<file path="src/design/shfp_pkg.sv">
`timescale 1ns / 1ps
// Types and constants shared by the slice header field parser.
// No dependencies; imported by the controller, the datapath and the top level.
package shfp_pkg;

  // Result status codes
  localparam logic [1:0] STATUS_OK    = 2'd0;
  localparam logic [1:0] STATUS_EMPTY = 2'd1;
  localparam logic [1:0] STATUS_ERROR = 2'd2;

  // Configuration register indexes
  localparam logic [2:0] CFG_SEP_PLANES   = 3'd0;
  localparam logic [2:0] CFG_FRAME_NUM_WM4 = 3'd1;
  localparam logic [2:0] CFG_FRAMES_ONLY  = 3'd2;
  localparam logic [2:0] CFG_POC_MODE     = 3'd3;
  localparam logic [2:0] CFG_POC_LSB_WM4  = 3'd4;

  // Header field sequence
  localparam logic [3:0] STEP_FIRST_MB = 4'd0;
  localparam logic [3:0] STEP_SLICE    = 4'd1;
  localparam logic [3:0] STEP_PPS      = 4'd2;
  localparam logic [3:0] STEP_PLANE    = 4'd3;
  localparam logic [3:0] STEP_FRAME    = 4'd4;
  localparam logic [3:0] STEP_FIELD    = 4'd5;
  localparam logic [3:0] STEP_BOTTOM   = 4'd6;
  localparam logic [3:0] STEP_IDR      = 4'd7;
  localparam logic [3:0] STEP_POC      = 4'd8;
  localparam logic [3:0] STEP_DONE     = 4'd9;

  localparam logic [4:0] IDR_NAL_TYPE     = 5'd5;
  localparam logic [3:0] MAX_WIDTH_MINUS4 = 4'd12;
  localparam logic [4:0] WIDTH_OFFSET     = 5'd4;
  localparam logic [4:0] PLANE_BITS       = 5'd2;
  localparam logic [5:0] MAX_ZEROS        = 6'd31;

  typedef struct packed {
    logic [7:0] data_byte;
    logic       byte_valid;
    logic       last_byte;
    logic [4:0] nal_type;
  } in_beat_t;

  typedef struct packed {
    logic [1:0]  status;
    logic [31:0] first_mb;
    logic [31:0] slice_kind;
    logic [31:0] pps_index;
    logic [1:0]  plane_id;
    logic [15:0] frame_number;
    logic        field_pic;
    logic        bottom_field;
    logic [31:0] idr_id;
    logic [15:0] poc_lsb;
    logic [2:0]  present_mask;
  } out_beat_t;

  // Controller to datapath
  typedef struct packed {
    logic accept;
    logic bit_en;
    logic finish;
  } cmd_t;

  // Datapath to controller
  typedef struct packed {
    logic emit;
    logic hdr_done;
    logic stop_now;
  } status_t;

endpackage

</file>
<file path="src/design/shfp_datapath.sv">
`timescale 1ns / 1ps
// Datapath of the slice header field parser: config registers, bit shifter,
// Exp-Golomb and fixed-width field decoder, held fields and result register. Uses shfp_pkg.
module shfp_datapath (
  input  logic                 clk_i,
  input  logic                 rst_ni,
  input  logic                 cfg_we_i,
  input  logic [2:0]           cfg_index_i,
  input  logic [3:0]           cfg_wdata_i,
  input  shfp_pkg::in_beat_t   in_data_i,
  input  shfp_pkg::cmd_t       cmd_i,
  output shfp_pkg::status_t    status_o,
  output shfp_pkg::out_beat_t  out_data_o
);
  import shfp_pkg::*;

  // Configuration
  logic       sep_planes_q, frames_only_q;
  logic [3:0] fn_wm4_q, poc_wm4_q;
  logic [1:0] poc_mode_q;

  // Current beat
  logic [7:0] shift_q, shift_d;
  logic       item_valid_q, item_valid_d, item_last_q, item_last_d;

  // Slice state
  logic        in_slice_q, in_slice_d;
  logic [4:0]  nal_q, nal_d;
  logic [3:0]  step_q, step_d;
  logic        phase_q, phase_d;
  logic [5:0]  zcount_q, zcount_d;
  logic [4:0]  brem_q, brem_d;
  logic [31:0] partial_q, partial_d;
  logic [31:0] gol_q [4];
  logic [31:0] gol_d [4];
  logic [1:0]  plane_q, plane_d;
  logic [15:0] frame_q, frame_d;
  logic        field_q, field_d, bottom_q, bottom_d;
  logic [15:0] poc_q, poc_d;
  logic [2:0]  present_q, present_d;
  logic        hdr_done_q, hdr_done_d;
  logic        done_now_q, done_now_d;
  logic        mal_q, mal_d;

  out_beat_t   out_q, out_d;

  logic        bit_in, complete, malformed, field_flag, emit;
  logic [31:0] cval, pnext;
  logic [4:0]  brem_dec;
  logic [3:0]  next_step;
  logic [9:0]  pres;
  logic [4:0]  next_width;
  logic [3:0]  fn_clamp, poc_clamp;

  always_ff @(posedge clk_i or negedge rst_ni) begin
    if (!rst_ni) begin
      sep_planes_q  <= 1'b0;
      fn_wm4_q      <= 4'd0;
      frames_only_q <= 1'b1;
      poc_mode_q    <= 2'd0;
      poc_wm4_q     <= 4'd0;
    end else if (cfg_we_i) begin
      unique case (cfg_index_i)
        CFG_SEP_PLANES:    sep_planes_q  <= cfg_wdata_i[0];
        CFG_FRAME_NUM_WM4: fn_wm4_q      <= cfg_wdata_i;
        CFG_FRAMES_ONLY:   frames_only_q <= cfg_wdata_i[0];
        CFG_POC_MODE:      poc_mode_q    <= cfg_wdata_i[1:0];
        CFG_POC_LSB_WM4:   poc_wm4_q     <= cfg_wdata_i;
        default: ;
      endcase
    end
  end

  assign fn_clamp  = (fn_wm4_q > MAX_WIDTH_MINUS4) ? MAX_WIDTH_MINUS4 : fn_wm4_q;
  assign poc_clamp = (poc_wm4_q > MAX_WIDTH_MINUS4) ? MAX_WIDTH_MINUS4 : poc_wm4_q;

  assign bit_in = shift_q[7];
  assign pnext  = {partial_q[30:0], bit_in};
  assign brem_dec = brem_q - 5'd1;

  // Bit decode for the current field
  always_comb begin
    complete  = 1'b0;
    malformed = 1'b0;
    cval      = 32'd0;
    if (!phase_q) begin
      if (!bit_in) begin
        malformed = (zcount_q == MAX_ZEROS);
      end else if (zcount_q == 6'd0) begin
        complete = 1'b1;
      end
    end else if (brem_dec == 5'd0) begin
      complete = 1'b1;
      if (step_q <= STEP_PPS || step_q == STEP_IDR) begin
        cval = pnext - 32'd1;
      end else begin
        cval = pnext;
      end
    end
  end

  // Skip absent fields; the bottom-field flag follows the field flag just read
  assign field_flag = (step_q == STEP_FIELD) ? cval[0] : field_q;

  always_comb begin
    pres = 10'b1_0000_1_0_111;
    pres[STEP_PLANE]  = sep_planes_q;
    pres[STEP_FIELD]  = !frames_only_q;
    pres[STEP_BOTTOM] = field_flag;
    pres[STEP_IDR]    = (nal_q == IDR_NAL_TYPE);
    pres[STEP_POC]    = (poc_mode_q == 2'd0);
    next_step = STEP_DONE;
    for (int i = 9; i >= 1; i--) begin
      if (4'(i) > step_q && pres[i]) begin
        next_step = 4'(i);
      end
    end
  end

  always_comb begin
    case (next_step)
      STEP_PLANE:  next_width = PLANE_BITS;
      STEP_FRAME:  next_width = 5'(fn_clamp) + WIDTH_OFFSET;
      STEP_FIELD,
      STEP_BOTTOM: next_width = 5'd1;
      STEP_POC:    next_width = 5'(poc_clamp) + WIDTH_OFFSET;
      default:     next_width = 5'd0;
    endcase
  end

  assign emit = item_valid_q ? (done_now_q || (item_last_q && !hdr_done_q))
                             : (item_last_q && (!in_slice_q || !hdr_done_q));

  always_comb begin
    shift_d      = shift_q;
    item_valid_d = item_valid_q;
    item_last_d  = item_last_q;
    in_slice_d   = in_slice_q;
    nal_d        = nal_q;
    step_d       = step_q;
    phase_d      = phase_q;
    zcount_d     = zcount_q;
    brem_d       = brem_q;
    partial_d    = partial_q;
    gol_d        = gol_q;
    plane_d      = plane_q;
    frame_d      = frame_q;
    field_d      = field_q;
    bottom_d     = bottom_q;
    poc_d        = poc_q;
    present_d    = present_q;
    hdr_done_d   = hdr_done_q;
    done_now_d   = done_now_q;
    mal_d        = mal_q;
    out_d        = out_q;

    if (cmd_i.accept) begin
      shift_d      = in_data_i.data_byte;
      item_valid_d = in_data_i.byte_valid;
      item_last_d  = in_data_i.last_byte;
      done_now_d   = 1'b0;
      mal_d        = 1'b0;
      if (in_data_i.byte_valid && !in_slice_q) begin
        in_slice_d = 1'b1;
        nal_d      = in_data_i.nal_type;
      end
    end

    if (cmd_i.bit_en) begin
      shift_d = {shift_q[6:0], 1'b0};
      if (!phase_q) begin
        if (!bit_in) begin
          zcount_d = zcount_q + 6'd1;
        end else if (zcount_q != 6'd0) begin
          phase_d   = 1'b1;
          brem_d    = zcount_q[4:0];
          partial_d = 32'd1;
        end
      end else begin
        partial_d = pnext;
        brem_d    = brem_dec;
      end
      if (complete) begin
        case (step_q)
          STEP_FIRST_MB, STEP_SLICE, STEP_PPS: gol_d[step_q[1:0]] = cval;
          STEP_PLANE: begin
            plane_d      = cval[1:0];
            present_d[0] = 1'b1;
          end
          STEP_FRAME:  frame_d  = cval[15:0];
          STEP_FIELD:  field_d  = cval[0];
          STEP_BOTTOM: bottom_d = cval[0];
          STEP_IDR: begin
            gol_d[3]     = cval;
            present_d[1] = 1'b1;
          end
          STEP_POC: begin
            poc_d        = cval[15:0];
            present_d[2] = 1'b1;
          end
          default: ;
        endcase
        step_d    = next_step;
        zcount_d  = 6'd0;
        partial_d = 32'd0;
        brem_d    = next_width;
        phase_d   = !(next_step <= STEP_PPS || next_step == STEP_IDR);
        if (next_step == STEP_DONE) begin
          hdr_done_d = 1'b1;
          done_now_d = 1'b1;
        end
      end
      if (malformed) begin
        hdr_done_d = 1'b1;
        done_now_d = 1'b1;
        mal_d      = 1'b1;
      end
    end

    if (cmd_i.finish) begin
      if (emit) begin
        if (!item_valid_q && !in_slice_q) begin
          out_d.status = STATUS_EMPTY;
        end else if (done_now_q && !mal_q) begin
          out_d.status = STATUS_OK;
        end else begin
          out_d.status = STATUS_ERROR;
        end
        out_d.first_mb     = gol_q[0];
        out_d.slice_kind   = gol_q[1];
        out_d.pps_index    = gol_q[2];
        out_d.plane_id     = plane_q;
        out_d.frame_number = frame_q;
        out_d.field_pic    = field_q;
        out_d.bottom_field = bottom_q;
        out_d.idr_id       = gol_q[3];
        out_d.poc_lsb      = poc_q;
        out_d.present_mask = present_q;
      end
      // End of slice: clear the slice state; the configuration is kept
      if (item_last_q) begin
        in_slice_d = 1'b0;
        nal_d      = 5'd0;
        step_d     = STEP_FIRST_MB;
        phase_d    = 1'b0;
        zcount_d   = 6'd0;
        brem_d     = 5'd0;
        partial_d  = 32'd0;
        for (int i = 0; i < 4; i++) begin
          gol_d[i] = 32'd0;
        end
        plane_d    = 2'd0;
        frame_d    = 16'd0;
        field_d    = 1'b0;
        bottom_d   = 1'b0;
        poc_d      = 16'd0;
        present_d  = 3'd0;
        hdr_done_d = 1'b0;
      end
    end
  end

  always_ff @(posedge clk_i or negedge rst_ni) begin
    if (!rst_ni) begin
      item_valid_q <= 1'b0;
      item_last_q  <= 1'b0;
      in_slice_q   <= 1'b0;
      nal_q        <= 5'd0;
      step_q       <= STEP_FIRST_MB;
      phase_q      <= 1'b0;
      zcount_q     <= 6'd0;
      brem_q       <= 5'd0;
      partial_q    <= 32'd0;
      for (int i = 0; i < 4; i++) begin
        gol_q[i] <= 32'd0;
      end
      plane_q      <= 2'd0;
      frame_q      <= 16'd0;
      field_q      <= 1'b0;
      bottom_q     <= 1'b0;
      poc_q        <= 16'd0;
      present_q    <= 3'd0;
      hdr_done_q   <= 1'b0;
      done_now_q   <= 1'b0;
      mal_q        <= 1'b0;
    end else begin
      item_valid_q <= item_valid_d;
      item_last_q  <= item_last_d;
      in_slice_q   <= in_slice_d;
      nal_q        <= nal_d;
      step_q       <= step_d;
      phase_q      <= phase_d;
      zcount_q     <= zcount_d;
      brem_q       <= brem_d;
      partial_q    <= partial_d;
      gol_q        <= gol_d;
      plane_q      <= plane_d;
      frame_q      <= frame_d;
      field_q      <= field_d;
      bottom_q     <= bottom_d;
      poc_q        <= poc_d;
      present_q    <= present_d;
      hdr_done_q   <= hdr_done_d;
      done_now_q   <= done_now_d;
      mal_q        <= mal_d;
    end
  end

  always_ff @(posedge clk_i) begin
    shift_q <= shift_d;
    out_q   <= out_d;
  end

  assign status_o.emit     = emit;
  assign status_o.hdr_done = hdr_done_q;
  assign status_o.stop_now = malformed || (complete && next_step == STEP_DONE);
  assign out_data_o        = out_q;

`ifndef SYNTHESIS
  a_done_sticky: assert property (@(posedge clk_i) disable iff (!rst_ni)
    cmd_i.bit_en && status_o.stop_now |=> hdr_done_q && done_now_q)
    else $error("header completion not recorded");

  a_no_bits_after_done: assert property (@(posedge clk_i) disable iff (!rst_ni)
    cmd_i.bit_en |-> !hdr_done_q && step_q != STEP_DONE)
    else $error("bit consumed after header end");

  a_step_done_flag: assert property (@(posedge clk_i) disable iff (!rst_ni)
    step_q == STEP_DONE |-> hdr_done_q)
    else $error("field sequence ended without header done");
`endif

endmodule

</file>
<file path="src/design/shfp_ctrl.sv">
`timescale 1ns / 1ps
// Controller of the slice header field parser: beat acceptance, per-bit
// sequencing and result register handshake. Uses shfp_pkg.
module shfp_ctrl (
  input  logic                clk_i,
  input  logic                rst_ni,
  input  logic                in_valid_i,
  input  logic                in_byte_valid_i,
  output logic                in_stall_o,
  output logic                out_valid_o,
  input  logic                out_stall_i,
  input  shfp_pkg::status_t   status_i,
  output shfp_pkg::cmd_t      cmd_o
);
  import shfp_pkg::*;

  localparam logic [1:0] S_IDLE   = 2'd0;
  localparam logic [1:0] S_BITS   = 2'd1;
  localparam logic [1:0] S_FINISH = 2'd2;

  logic [1:0] state_q, state_d;
  logic [2:0] bit_cnt_q, bit_cnt_d;
  logic       out_valid_q, out_valid_d;

  always_comb begin
    state_d   = state_q;
    bit_cnt_d = bit_cnt_q;
    cmd_o     = '0;
    unique case (state_q)
      S_IDLE: begin
        if (in_valid_i) begin
          cmd_o.accept = 1'b1;
          bit_cnt_d    = 3'd0;
          state_d      = (in_byte_valid_i && !status_i.hdr_done) ? S_BITS : S_FINISH;
        end
      end
      S_BITS: begin
        cmd_o.bit_en = 1'b1;
        bit_cnt_d    = bit_cnt_q + 3'd1;
        if (status_i.stop_now || bit_cnt_q == 3'd7) begin
          bit_cnt_d = 3'd0;
          state_d   = S_FINISH;
        end
      end
      S_FINISH: begin
        // hold while a previous result still waits and this beat has a result to emit
        if (!(status_i.emit && out_valid_q && out_stall_i)) begin
          cmd_o.finish = 1'b1;
          state_d      = S_IDLE;
        end
      end
      default: state_d = S_IDLE;
    endcase
  end

  assign out_valid_d = (cmd_o.finish && status_i.emit) ? 1'b1 : (out_valid_q && out_stall_i);

  always_ff @(posedge clk_i or negedge rst_ni) begin
    if (!rst_ni) begin
      state_q     <= S_IDLE;
      bit_cnt_q   <= 3'd0;
      out_valid_q <= 1'b0;
    end else begin
      state_q     <= state_d;
      bit_cnt_q   <= bit_cnt_d;
      out_valid_q <= out_valid_d;
    end
  end

  assign in_stall_o  = (state_q != S_IDLE);
  assign out_valid_o = out_valid_q;

`ifndef SYNTHESIS
  a_no_overwrite: assert property (@(posedge clk_i) disable iff (!rst_ni)
    cmd_o.finish && status_i.emit |-> !(out_valid_q && out_stall_i))
    else $error("result register overwritten");

  a_bits_bounded: assert property (@(posedge clk_i) disable iff (!rst_ni)
    state_q == S_BITS && bit_cnt_q == 3'd7 |=> state_q == S_FINISH)
    else $error("more than eight bits for one beat");

  a_idle_count: assert property (@(posedge clk_i) disable iff (!rst_ni)
    state_q == S_IDLE |-> bit_cnt_q == 3'd0)
    else $error("bit counter not cleared");

  a_bits_open_header: assert property (@(posedge clk_i) disable iff (!rst_ni)
    state_q == S_BITS |-> !status_i.hdr_done)
    else $error("bit phase with header already done");
`endif

endmodule

</file>
<file path="src/design/slice_header_field_parser.sv">
`timescale 1ns / 1ps
// Slice header field parser, top level: joins controller and datapath.
// Depends on shfp_pkg, shfp_ctrl and shfp_datapath.
//
// Usage:
//   Input channel (in_valid_i / in_stall_o / in_data_i) carries one RBSP byte
//   per beat, with byte_valid, last_byte and nal_type. A beat with byte_valid
//   low and last_byte low is dropped; last_byte ends the slice.
//   Output channel (out_valid_o / out_stall_i / out_data_o) carries at most
//   one result per slice: when the header completes, on a malformed code, or
//   at the end of a slice whose header did not complete (or was empty).
//   Configuration writes (cfg_we_i, cfg_index_i, cfg_wdata_i) are registered
//   and are meant for idle periods between slices.
// Timing:
//   A byte beat is accepted, shifted bit by bit through the serial Golomb/field
//   decoder (at most eight header bits), then finished. Beats after the header is
//   complete, and empty beats, skip the bit phase.
//   A result appears the cycle after the finishing cycle.
// Reset and stall:
//   Reset clears the slice state and loads the register defaults (frames only).
//   The result register holds its beat under out_stall_i; the next byte is
//   still accepted and decoded, and only a second result waits for it.
module slice_header_field_parser (
  input  logic                 clk_i,
  input  logic                 rst_ni,
  input  logic                 in_valid_i,
  output logic                 in_stall_o,
  input  shfp_pkg::in_beat_t   in_data_i,
  output logic                 out_valid_o,
  input  logic                 out_stall_i,
  output shfp_pkg::out_beat_t  out_data_o,
  input  logic                 cfg_we_i,
  input  logic [2:0]           cfg_index_i,
  input  logic [3:0]           cfg_wdata_i
);
  import shfp_pkg::*;

  cmd_t    cmd;
  status_t status;

  shfp_ctrl u_ctrl (
    .clk_i           (clk_i),
    .rst_ni          (rst_ni),
    .in_valid_i      (in_valid_i),
    .in_byte_valid_i (in_data_i.byte_valid),
    .in_stall_o      (in_stall_o),
    .out_valid_o     (out_valid_o),
    .out_stall_i     (out_stall_i),
    .status_i        (status),
    .cmd_o           (cmd)
  );

  shfp_datapath u_datapath (
    .clk_i       (clk_i),
    .rst_ni      (rst_ni),
    .cfg_we_i    (cfg_we_i),
    .cfg_index_i (cfg_index_i),
    .cfg_wdata_i (cfg_wdata_i),
    .in_data_i   (in_data_i),
    .cmd_i       (cmd),
    .status_o    (status),
    .out_data_o  (out_data_o)
  );

endmodule
</file>
<file path="config.mk">
export PLATFORM = sky130hd
export DESIGN_NAME = slice_header_field_parser
export DESIGN_NICKNAME = d
export VERILOG_FILES = /design/src/design/shfp_pkg.sv /design/src/design/shfp_datapath.sv /design/src/design/shfp_ctrl.sv /design/src/design/slice_header_field_parser.sv
export SDC_FILE = /design/constraint.sdc
export NUM_CORES = 1
export LEC_CHECK = 0
export BUFFER_PORTS_ARGS = -buffer_cell sky130_fd_sc_hd__buf_2
export CORE_MARGIN = 2
export CORE_UTILIZATION = 25
export DETAILED_ROUTE_END_ITERATION = 8
export GPL_TIMING_DRIVEN = 0
export PLACE_DENSITY = 0.38
export RECOVER_POWER = 25
export REMOVE_ABC_BUFFERS = 1
export SLEW_MARGIN = 20
export SYNTH_ARGS = -nofsm -noshare
export SYNTH_HDL_FRONTEND = slang
export SYNTH_SLANG_ARGS = --single-unit
</file>
<file path="constraint.sdc">
create_clock -name clk_i -period 8.1 [get_ports clk_i]
set_clock_uncertainty 0.05 [all_clocks]
set_input_delay 0.405 -clock clk_i [delete_from_list [all_inputs] [get_ports clk_i]]
set_output_delay 0.405 -clock clk_i [all_outputs]
set_load 0.1 [all_outputs]
</file>
## Word level (Yosys, flattened, before mapping)

Cells that the tools add are included.

| storage, ports and cells | value |
|---|---|
| bits of input ports | 27 |
| word-level logic and storage cells | 272 |
| register bits | 421 |
| output and inout port bits | 171 |

| cells by class | value |
|---|---|
| order comparisons | 14 |
| bitwise logic cells | 1 |
| reduce and logical (&&, ||, !) cells | 49 |
| muxes and demuxes | 132 |
| equality and inequality tests | 27 |
| add/sub/neg operators | 6 |

Operators by type and width:

| cell | number |
|---|---|
| 128-bit two-way mux | 4 |
| 32-bit two-way mux | 11 |
| 16-bit two-way mux | 10 |
| 128-bit bitwise mux | 1 |
| 96-bit two-way mux | 1 |
| 32-bit demux with 2-bit select | 1 |
| 32-bit one-hot mux with 2 select lines | 1 |
| 5-bit two-way mux | 11 |
| 1-bit two-way mux | 52 |
| 4-bit two-way mux | 13 |
| 6-bit two-way mux | 6 |
| 4-bit by 3-bit == test with 1-bit output (second input constant) | 8 |
| 32-bit by 1-bit subtractor with 32-bit output (second input constant) | 1 |
| 2-bit two-way mux | 10 |
| 5-bit one-hot mux with 4 select lines | 1 |
| 3-bit two-way mux | 6 |
| 1-bit logical AND | 17 |
| 3-bit by 4-bit > comparator with 1-bit output (first input constant) | 4 |
| 8-bit two-way mux | 2 |
| 2-bit AND reduction | 7 |
| 4-bit by 2-bit == test with 1-bit output (second input constant) | 3 |
| 4-bit == test (second input constant) | 3 |
| 4-bit by 3-bit adder with 5-bit output (second input constant) | 2 |
| 2-bit by 4-bit > comparator with 1-bit output (first input constant) | 2 |
| other kinds (34) | 52 |

## Logic depth before layout (Yosys ltp)

| depth | value |
|---|---|
| depth after elaboration | 20 |
| mapped depth | 11 |

## By module

A second synthesis with hierarchy kept.

| second synthesis, totals | value |
|---|---|
| cell total of the unflattened synthesis | 1,414 |
| area total of the unflattened synthesis | 16,681.0 µm² |

By module, submodules not included:

| module | area each (µm²) | instances | cells an instance |
|---|---|---|---|
| shfp_datapath | 16,345.7 | 1 | 1,387 |
| shfp_ctrl | 335.3 | 1 | 27 |

## Worst setup path before layout

Ideal clock, no wire load.

| path | value |
|---|---|
| path kind | register -> register |
| start | register u_ctrl.out_valid_q (netlist: u_ctrl.out_valid_o) |
| end | register u_datapath.out_q (netlist bit u_datapath.out_data_o[0]), enable pin |
| stages on the path, launching flop included | 3 |
| setup time | 0.551 ns |
| buffers on the path | 0 |
| arrival | 4.822 ns |
| period minus slack after synthesis | 5.423 ns |
| slack | 2.677 ns |
| cell sequence | dfrtp_1 > nand2_1 > and3_1 |

| between the ends | value |
|---|---|
| longest elaborated chain between the ends | 5 |

Ends and longest elaborated chain:

| what | RTL line | RTL |
|---|---|---|
| from (decl) | shfp_ctrl.sv:23 | `logic out_valid_q, out_valid_d;` |
| from (signal assigned) | shfp_ctrl.sv:66 | `out_valid_q <= out_valid_d;` |
| 1-bit logical AND (2 in series) | shfp_ctrl.sv:47 | `if (!(status_i.emit && out_valid_q && out_stall_i)) begin` |
| 1-bit two-way mux | shfp_ctrl.sv:47 |  |
| 1-bit two-way mux | shfp_ctrl.sv:29 | `unique case (state_q)` |
| 2-bit AND reduction (no line) | -- |  |
| to (signal assigned) | shfp_datapath.sv:311 | `out_q <= out_d;` |
| to (decl) | shfp_datapath.sv:45 | `out_beat_t out_q, out_d;` |

Every way passes these cells.
A chain may end at the register's enable or synchronous reset.

==> key figures <==
Pwr
  • PD cells: 415 mW/mm²
  • Peak supply drop: 141 µV
  • Static Leak: 8.52 nW
  • Pwr Total: 8.51 mW

Route
  • Via density: 4.45
  • Post-Route M1 WL: 21.0 mm
  • DRT iter0 DRCs: 671
  • Final WL: 46.7 mm
  • Routed wl met3: 1.84 mm
  • Met2 WL: 22.8 mm
  • Top sig layer: met4
  • Vias: 11165
  • DRC Markers: 0
  • DRT Pass-1 Iters: 5
  • Final ANT Viol Nets: 0
  • Avg WL per Cell: 18.6 µm

Timing
  • Min Clock Period, post-route: 4110 ps
  • Max Clk Rate: 243 MHz
  • RSZ-0062 raised after global routing: no
  • Worst-Margin Slew: 2660 ps
  • Worst rel slew slack: -0.771
  • Hold_ws: 50.2 ps
  • Endpoints failing hold: 0
  • Final setup fails: 0
  • Fin worst setup slack: 3990 ps
  • Period Utilization, post-route: 0.508
  • Fin Setup TNS: 0 ps
  • Max Slew Vio Count: 40

Critical path
  • WP data arrival: 4560 ps
  • CP endpoint kind: register
  • Setup CP Type: register to register
  • Crit-path max FO: 12
  • Slowest stage delay, CP: 660 ps
  • Critical Path Most Common Cell: a21oi_1
  • Crit start category: register
  • CP cell instances: inv_1, ha_1, or4b_1, a2111oi_4, nand3_1, or3_1, a21oi_1, nand2_1, a21oi_1
  • Req. time, crit path: 8550 ps
  • Slowest cell on crit path: a2111oi_4

Cells and area
  • Fin area: 0.0205 mm²
  • Fin nets: 1641
  • Share of layout cells above drive strength 1: 0.207
  • Final core occ: 0.313
  • Most frequent cells in the layout: 294 x nand2_1, 242 x dfrtp_1, 196 x buf_2
  • Area delta synth->final: 24.3%
  • Fin cells: 2511
  • Commonest non-fill, non-tap cell in the layout: nand2_1

Job
  • Max-Cap Viols: 1

CTS
  • Post-CTS Setup Inserts: 0
  • Clock transition at the registers of the reported paths: 60 ps
  • Num Clock Sinks: 420
  • Clock buffer depth: 3
  • CTS H-tree lvls: 2
  • Inserted Clock Buffers: 49
  • Root Buffer: clkbuf_16
  • Worst skew pair latency: 580 ps
  • Post-cts repair resize count: 0
  • CTS tree: yes

Synth
  • Number of synthesized register bits: 420
  • Sequential-to-total area share from yosys stat: 0.691
  • Simple-Gate Fraction of Synth Area: 0.144
  • Post-synthesis xor/xnor area fraction: 0.0165
  • Synth cell types: 69
  • Largest family of logic cells by synthesized area: simple AND/OR/NAND/NOR gates
  • Asr flop ratio synth: 0.579
  • Primary FF master, synth: dfrtp_1
  • Synth Area in Adders: 0.00607
  • Synth Area in Compound Gates: 0.107
  • Number of synthesized flops with an enable pin: 176
  • Synthesized area: 0.0165 mm²
  • Yosys warnings: 0
  • Mux cell area share after synthesis: 0.0141
  • Mean Syn Cell Area: 11.7 µm²
  • Cells after Synth: 1408

Floorplanning
  • Core area: 0.0655 mm²
  • Die X: 261 µm
  • Core Rows: 94
  • Io pins: 198
  • Die H: 261 µm
  • Die ar.: 0.0680 mm²
  • Initial Util: 0.252

GRT
  • Total track usage: 0.138
  • Grt total ovfl: 0
  • First-pass GRT wire length: 71.4 mm
  • Initial antenna violation count: 0
  • Largest net degree at the start of global routing: 86
  • Vias in the first global route: 11346

Status
  • Outcome: finished with violations
  • Failing checks: capacitance limit, slew limit

Placed design
  • Placed cells: 2410
  • Dpl cell area: 0.0187 mm²
  • Port Buffers: 197
  • Dpl hpwl: 30.5 mm
  • Dpl ws: 3980 ps
  • Routability cong.: 0.769

Hold path
  • Worst min path class: input port to register
per-layer routing:
metal,vias up,global-route usage
met3,68,0.0259
met2,199,0.229
met4,0,0.0357
li1,5370,-
met1,5528,0.184
met5,-,0
sequential cells by signal, summed over array words and instances, names as in the netlist, 2 cells and up:
name	count
u_datapath.poc_mode_q	2
u_datapath.fn_wm4_q	4
u_datapath.poc_q	16
u_datapath.out_data_o	169
u_datapath.gol_q	128
u_datapath.present_q	3
u_ctrl.state_q	2
u_datapath.partial_q	31
u_datapath.nal_q	5
u_datapath.step_q	4
u_datapath.frame_q	16
u_datapath.shift_q	8
u_datapath.zcount_q	6
u_ctrl.bit_cnt_q	3
u_datapath.brem_q	5
u_datapath.poc_wm4_q	4
u_datapath.plane_q	2
timing repair:
action	CTS	global route
setup endpoints to repair	0	0
hold endpoints to repair	47	0
hold buffers	9	0
report_power, final:
part | total, mW | switching, mW | internal [mW]
Clock | 2.27 | 0.901 | 1.37
Sequential | 3.34 | 0.375 | 2.96
Combinational | 2.90 | 2.18 | 0.719
Total | 8.51 | 3.46 | 5.05
worst paths after layout:
| kind | startpoint | to | slack [ps] | cells past startpoint |
|---|---|---|---|---|
| max in group asynchronous | rst_ni | u_datapath.gol_q[122] | 5210 | 4 |
| worst max-delay path | u_datapath.shift_q[7] | u_datapath.gol_q[18] | 3990 | 9 |
| worst min register to register | u_datapath.gol_q[36] | u_datapath.out_data_o[75] | 390 | 0 |
| worst min-delay path | cfg_wdata_i[2] | u_datapath.fn_wm4_q[2] | 50 | 2 |
| min in group asynchronous | rst_ni | u_datapath.present_q[1] | 1150 | 2 |
| worst max register to register | u_datapath.shift_q[7] | u_datapath.gol_q[18] | 3990 | 9 |
worst max-delay path, delay by kind of cell (launching register included):
kind | cells | cell delay [ps]
adders and majority gates | 1 | 230
buffers and inverters | 1 | 300
and+or+nand+nor | 4 | 1500
DFF | 1 | 650
AOI/OAI and AO/OA | 3 | 1290
cell families (layout without fill, tap and decap cells):
family,count (synthesis),in the layout
AOI/OAI and AO/OA,289,289
adders and majority gates,8,8
muxes,21,21
xor gates and xnor gates,31,31
and+or+nand+nor,545,545
DFF,420,420
other,0,1
buffers and inverters,94,332
layout make-up:
type / count / area (µm²)
Inverter: 13 / 48.8
Antenna cell: 1 / 2.50
Sequential cell: 420 / 11400
Clock inverter: 21 / 220
Fill cell: 6731 / 45000
Multi-Input combinational cell: 894 / 4830
Clock buffer: 70 / 1450
Timing Repair Buffer: 228 / 1460
Tap cell: 864 / 1080
synthesized netlist by cell type, types with 2 or more instances:
library cell,instances,area share
clkbuf_1,73,0.017
nor2_1,100,0.023
nand4_1,5,0.0019
mux2_2,14,0.0096
o211ai_1,2,0.00091
nand3b_1,6,0.0027
ha_1,8,0.0061
nand2b_1,6,0.0023
edfxtp_1,176,0.32
inv_1,13,0.0030
and2_1,6,0.0023
nand2_1,296,0.067
xor2_1,26,0.014
or2_2,3,0.0011
nand3_1,62,0.019
buf_2,3,0.00091
a211oi_1,5,0.0023
o21ai_0,57,0.017
mux2i_1,6,0.0036
nand4b_1,2,0.0011
a21o_1,4,0.0018
a22oi_1,36,0.016
a21oi_1,139,0.042
or4_1,12,0.0055
o31ai_1,2,0.00091
nor3_1,15,0.0046
a31oi_1,4,0.0015
a22o_1,10,0.0053
nor4_1,4,0.0015
nor2b_1,8,0.0030
and3_1,7,0.0027
o22ai_1,2,0.00076
o21ai_1,5,0.0015
buf_1,5,0.0011
o21a_1,2,0.00091
dfrtp_1,242,0.37
or3_1,5,0.0019
xnor2_1,5,0.0027
o32ai_1,2,0.0011
Note: power is estimated with default switching activity, not from simulation.
